`config.mk`:
```
export PLATFORM = sky130hd
export DESIGN_NAME = prt_divmod
export DESIGN_NICKNAME = d
export VERILOG_FILES = /design/src/design/prt_pkg.sv /design/src/design/prt_divmod.sv
export SDC_FILE = /design/constraint.sdc
export NUM_CORES = 1
export LEC_CHECK = 0
export BUFFER_PORTS_ARGS = -buffer_cell sky130_fd_sc_hd__buf_4
export CORE_MARGIN = 2
export CORE_UTILIZATION = 51
export DETAILED_ROUTE_END_ITERATION = 12
export PLACE_DENSITY = 0.86
export SYNTH_ARGS = -nofsm -noshare
export SYNTH_HDL_FRONTEND = slang
export SYNTH_SLANG_ARGS = --single-unit
```
`constraint.sdc`:
```
create_clock -name i_clk -period 2.8 [get_ports i_clk]
set_clock_uncertainty 0.2 [all_clocks]
set_input_delay 0.28 -clock i_clk [delete_from_list [all_inputs] [get_ports i_clk]]
set_output_delay 0.28 -clock i_clk [all_outputs]
set_load 0.01 [all_outputs]
```
`src/design/prt_pkg.sv`:
```
`default_nettype none

package prt_pkg;

    // Default sizes of the table.
    localparam int MAX_BUCKETS_DEF      = 1024;
    localparam int SLOTS_PER_BUCKET_DEF = 8;
    localparam int RING_SLOTS_DEF       = 1024;
    localparam int NAME_BYTES_DEF       = 64;

    // Configuration port.
    localparam int CFG_INDEX_W = 2;
    localparam int CFG_DATA_W  = 32;

    localparam logic [10:0] BUCKET_COUNT_RST   = 11'd1024;
    localparam logic [9:0]  RING_LIMIT_RST     = 10'd1023;
    localparam logic [31:0] ENTRY_LIFETIME_RST = 32'd1000000;

    // Remainder unit widths.
    localparam int DIVIDEND_W = 32;
    localparam int DIV_W      = 17;

    typedef enum logic [CFG_INDEX_W-1:0] {
        CFG_BUCKET_COUNT   = 2'd0,
        CFG_RING_LIMIT     = 2'd1,
        CFG_ENTRY_LIFETIME = 2'd2
    } t_cfg_index;

    typedef enum logic [2:0] {
        FUNC_LOAD   = 3'd0,
        FUNC_UPDATE = 3'd1,
        FUNC_REMOVE = 3'd2,
        FUNC_PURGE  = 3'd3,
        FUNC_LOOKUP = 3'd4
    } t_func;

    typedef enum logic [2:0] {
        STATUS_LOADED     = 3'd0,
        STATUS_MERGED     = 3'd1,
        STATUS_INSERTED   = 3'd2,
        STATUS_NO_SPACE   = 3'd3,
        STATUS_REMOVED    = 3'd4,
        STATUS_NOT_FOUND  = 3'd5,
        STATUS_FOUND      = 3'd6,
        STATUS_PURGE_DONE = 3'd7
    } t_status;

    typedef struct packed {
        logic [2:0]  func;
        logic [5:0]  name_pos;
        logic [7:0]  name_byte;
        logic [6:0]  name_length;
        logic [31:0] name_hash;
        logic [5:0]  face_id;
        logic [63:0] now;
    } t_prt_in;

    typedef struct packed {
        logic [2:0]  status;
        logic [63:0] face_mask;
        logic [10:0] purged_count;
    } t_prt_out;

    typedef struct packed {
        logic                  start;
        logic [DIVIDEND_W-1:0] dividend;
        logic [DIV_W-1:0]      divisor;
    } t_div_req;

    typedef struct packed {
        logic             done;
        logic [DIV_W-1:0] rem;
    } t_div_rsp;

    typedef enum logic [4:0] {
        S_CLEAR,
        S_IDLE,
        S_DIV,
        S_SLOT_RD,
        S_SLOT_CK,
        S_ENT_RD,
        S_ENT_CK,
        S_BYTE_RD,
        S_BYTE_CK,
        S_HIT_RD,
        S_HIT_ACT,
        S_MISS,
        S_HNEXT,
        S_HDIV,
        S_INSERT,
        S_CPY_RD,
        S_CPY_WR,
        S_TNEXT,
        S_TDIV,
        S_PURGE,
        S_PG_EVAL,
        S_DONE
    } t_state;

endpackage

`default_nettype wire

```
`src/design/prt_divmod.sv`:
```
`default_nettype none

// Restoring remainder unit: one quotient bit per cycle.
module prt_divmod (
    input  wire logic              i_clk,
    input  wire logic              i_rst_n,
    input  wire prt_pkg::t_div_req i_req,
    output prt_pkg::t_div_rsp      o_rsp
);

    localparam int NW = prt_pkg::DIVIDEND_W;
    localparam int DW = prt_pkg::DIV_W;
    localparam int CW = $clog2(NW);

    logic          r_busy;
    logic          r_done;
    logic [CW-1:0] r_cnt;
    logic [NW-1:0] r_num;
    logic [DW-1:0] r_den;
    logic [DW-1:0] r_rem;
    logic [DW:0]   shifted;
    logic [DW:0]   n_rem;

    always_comb begin
        shifted = {r_rem, r_num[NW-1]};
        if (shifted >= {1'b0, r_den}) begin
            n_rem = shifted - {1'b0, r_den};
        end else begin
            n_rem = shifted;
        end
    end

    always_ff @(posedge i_clk) begin
        if (!i_rst_n) begin
            r_busy <= 1'b0;
            r_done <= 1'b0;
            r_cnt  <= '0;
        end else begin
            r_done <= 1'b0;
            if (i_req.start) begin
                r_busy <= 1'b1;
                r_cnt  <= '0;
                r_num  <= i_req.dividend;
                r_den  <= i_req.divisor;
                r_rem  <= '0;
            end else if (r_busy) begin
                r_rem <= n_rem[DW-1:0];
                r_num <= r_num << 1;
                r_cnt <= r_cnt + CW'(1);
                if (r_cnt == CW'(NW - 1)) begin
                    r_busy <= 1'b0;
                    r_done <= 1'b1;
                end
            end
        end
    end

    assign o_rsp.done = r_done;
    assign o_rsp.rem  = r_rem;

endmodule

`default_nettype wire

```
# Word-level counts from Yosys, hierarchy flattened
# Cells that the tools add are included.
[op_classes] n_addsub=2 order_cmp=1 n_eq_ne=1 muxes=8 n_bitwise=2 reduce_logical=5
[ops] cell="$mux 32" count=2
[ops] cell="$mux 17" count=2
[ops] cell="$ge 18x17->1" count=1
[ops] cell="$sub 17x17->17" count=1
[ops] cell="$add 5x1->5 const B" count=1
[ops] cell="$eq 5x5->1 const B" count=1
[ops] cell="$mux 1" count=4
[ops] cell="$reduce_and 2->1" count=2
[ops] cell="$reduce_or 3->1" count=1
[ops] cell="$not 1->1" count=2
[ops] cell="$reduce_bool 2->1" count=1
[ops] cell="$reduce_or 2->1" count=1
[word_totals] ff_bits=73 input_bits=52 out_inout_bits=18 word_cells=25

# Longest topological paths before layout
[depth] word_depth=4 ltp_mapped=12 ltp_nobuf=11

# Worst setup path before layout
# No wires, ideal clock.
[synth_timing] path_kind="register to register" from="register r_num[31]" to="register r_rem[10] (data pin)" setup_ps=266 arrival_time_ps=2344 slack_ps=-10 path_stages_with_launch=13 n_path_buf=1 synth_period_minus_slack_ps=2810 path_cell_list="edfxtp_1 -> inv_1 -> ha_1 -> inv_1 -> fa_1 -> a21o_1 -> a221oi_2 -> o21bai_4 -> a21oi_2 -> o31ai_4 -> buf_6 -> mux2i_1 -> nor2_1"
[synth_between] elab_chain_len=3
[synth_rtl] item="start: declaration" line_no="prt_divmod.sv:18" source="logic [NW-1:0] r_num;"
[synth_rtl] item="start signal: assignment" line_no="prt_divmod.sv:43" source="r_num <= i_req.dividend;"
[synth_rtl] item="start signal: assignment" line_no="prt_divmod.sv:48" source="r_num <= r_num << 1;"
[synth_rtl] item="$sub 17x17->17 or $ge 18x17->1 (tied branches)" line_no="prt_divmod.sv:27, prt_divmod.sv:26"
[synth_rtl] item="$mux 17 (*)" line_no="prt_divmod.sv:26" source="if (shifted >= {1'b0, r_den}) begin"
[synth_rtl] item="$mux 17 (*)" line_no="prt_divmod.sv:46" source="end else if (r_busy) begin"
[synth_rtl] item="end signal: assignment" line_no="prt_divmod.sv:47" source="r_rem <= n_rem[DW-1:0];"
[synth_rtl] item="end: declaration" line_no="prt_divmod.sv:20" source="logic [DW-1:0] r_rem;"
# Every way passes the cells marked *; elsewhere a longest branch is shown, timed or not. The select of a mux whose other input is x is not followed.
# A chain may end at the register's enable or synchronous reset.

# Worst setup path after layout
[layout_timing] from="register r_num[31]" to="register r_rem[7] (data pin)"
# The elaborated chain is that of the path after synthesis.

==> reports/results.ini <==
[timing]
setup_violations = 7
worst-slew-pin-transition_ns = 0.637
slew_headroom_pct = 57.5
setup_slack_ns = -0.0283
final.min_clock_period_ns = 2.83
period_share_pct = 101
fmaxAchievable_ghz = 0.354
hold_ws_ns = 0.0244
final-hold-violation-count = 0
rsz0062_at_grt = yes
maxSlewViolCount = 0

[power]
clockPowerShare_pct = 25.7
ir_worst_vdd_v = 0.000411
p_leak_nw = 2.25
swShare_pct = 30.7
pwr-share-comb_pct = 30.7
p_seq_share_pct = 43.7
power.internal_mw = 2.11
p_per_area_mw_per_mm2 = 565
p_switching_uw = 932

[detailed_routing]
drt-initial-drc-count = 200
ant_nets = 0
wl_per_cell_um = 16.5
vias = 2952
drt_pass1_iterations = 4
drcViolationCount = 0
via_per_inst = 5.42
drt_wl_total_um = 8990

[min_path]
hp-class = in -> reg

[place]
placed_cells = 501
dp_hpwl_um = 5810
gp_congestion = 0.859
place_area_mm2 = 0.00478
port_buffers = 69

[setup_path]
crit_top_cell = inv_2
path_max_fanout = 5
cp-start-kind = flip-flop
crit_chain = inv_2, ha_4, inv_2, fa_2, a21o_1, a221oi_4, o21bai_4, a21oi_4, o31ai_4, clkbuf_16, mux2i_1, nor2_1
cp_top_family = compound AO/OA/AOI/OAI gates
slowest_delay_ns = 0.41
critPathArrivalTime_ns = 2.73
slowest_stage = edfxtp_1
worstPathRequired_ns = 2.70
path_class = reg -> reg
path_buf_inv = 3
critPathCaptureType = flip-flop

[floorplan]
coreArea_mm2 = 0.00733
num_io_pins = 70
fp-row-count = 31
die_w_um = 91.4
start_util_pct = 53.1
dieHeight_um = 91.4
dieArea_mm2 = 0.00835

[logic_synthesis]
synth-edff-count = 66
synth.most_common_cell = edfxtp_1
synth_area_per_cell_um2 = 12.6
syn_inst = 309
synthFlopType = edfxtp_1
syn_area_mm2 = 0.00389
synthesis.nets = 381
yosysTopAreaCell = edfxtp_1
yosys-top-cells-area = edfxtp_1 (51%), mux2_2 (9.0%), ha_1 (6.1%), dfxtp_1 (3.6%), mux2i_1 (3.6%)
ys_async_sr_fraction_pct = 0
synth_common_cells = edfxtp_1 (66), mux2_2 (31), nor2_1 (26)
ys_ff_latch = 73
ys.warnings.count = 0
yosysSeqAreaShare_pct = 54.5
yosysTopAreaCellShare_pct = 50.9
yosysUniqueCellTypes = 43

[clock_tree]
clk_pin_slew_ns = 0.09
htreeDepth = 3
clock-sinks = 73
cts_tree = yes
numCtsBuffers = 9
cts_root_buffer = clkbuf_8
cts_max_path_buffers = 2
insertion_delay_ns = 0.35

[final_layout]
final_area_mm2 = 0.00538
drive_above_1_share_pct = 43.0
final_nets = 513
antennaDiodeCount = 0
layout.cells.non_filler = 545
areaGrowthSynthToFinish_pct = 38.2
postLayoutCoreUtil_pct = 73.4

[grt]
grt_antenna_before_repair = 0
grt_max_degree = 40
track_usage_pct = 20.9
grt_pass1_wl_um = 13900
grt.overflow.total = 0
grt_pass1_vias = 2981

[run_status]
status = complete, but fails checks
violations = negative setup slack

[run]
drv_cap = 0

[sequential cells by signal, indices dropped and copies added, names as in the netlist]
signal,flops
r_num,32
r_cnt,5
r_busy,1
r_den,17
r_done,1
r_rem,17
[area by class of cell]
class                      instances  area, um^2
sequential                        73        2120
fill                             492        1950
multi-input combinational        198        1740
timing repair buffer             135        1130
clock buffer                       9         124
tap                               99         124
inverter                          24        90.1
clock inverter                     7        58.8
[layer usage]
| layer | global-route usage, % | routed length, um |
|---|---|---|
| met5 | 0 | 0 |
| met4 | 9.22 | 107 |
| met3 | 5.39 | 705 |
| met2 | 35.1 | 4590 |
| met1 | 25.4 | 3590 |
[power groups by stage]
stage / Combinational (mW) / Clock [mW] / Sequential (mW)
6_report: 0.933 / 0.780 / 1.33
5_1_grt: 1.00 / 0.831 / 1.34
4_1_cts: 0.818 / 0.792 / 1.33
3_5_place_dp: 0.766 / 0 / 1.35
3_3_place_gp: 0.741 / 0 / 1.35
2_1_floorplan: 0.474 / 0 / 1.35
[logic make-up after synthesis]
logic type / Yosys count / synth area share, %
buffers and inverters: 39 / 4.31
flip-flops: 73 / 54.5
multiplexers: 45 / 12.6
AND/OR/NAND/NOR: 59 / 7.01
XOR/XNOR: 14 / 3.15
AO/OA/AOI/OAI: 59 / 11.9
adder cells (fa/ha/maj): 20 / 6.62
[layout by cell type, fill, tap and decap left out, drive strengths merged, types with 9 or more instances in the layout]
| master | n |
|---|---|
| nand2 | 11 |
| inv | 28 |
| nor2 | 26 |
| a21oi | 18 |
| mux2 | 31 |
| dlygate4sd3 | 17 |
| mux2i | 14 |
| clkbuf | 10 |
| xnor2 | 9 |
| ha | 19 |
| edfxtp | 66 |
| buf | 117 |
| o21ai | 10 |
[path summary, 6_finish.rpt]
kind	startpoint	to	slack, ns	depth (start not counted)
min	i_req[36]	r_num[19]	0.02	2
max reg2reg	r_num[31]	r_rem[7]	-0.03	12
min reg2reg	r_cnt[4]	r_cnt[4]	0.32	2
max	r_num[31]	r_rem[7]	-0.03	12
[stage by stage]
step / power [mW] / setup TNS, ns / worst slack [ns]
6_report: 3.04 / -0.126 / -0.0283
5_1_grt: 3.17 / -1.55 / -0.126
4_1_cts: 2.94 / 0 / 0.00225
3_5_place_dp: 2.12 / -5.76 / -0.390
3_3_place_gp: 2.09 / -4.83 / -0.317
2_1_floorplan: 1.83 / 0 / 0.0482
[timing repair]
| action | in CTS | in global routing |
|---|---|---|
| gates resized for setup | 7 | 19 |
| gates cloned | 1 | 1 |
| endpoints found under the hold margin | 17 | 0 |
| buffers inserted | 1 | 8 |
| endpoints found under the setup margin | 17 | 17 |
| hold buffers | 17 | 0 |
| pin swaps | 5 | 11 |
Power figures use the tool's default switching activity.
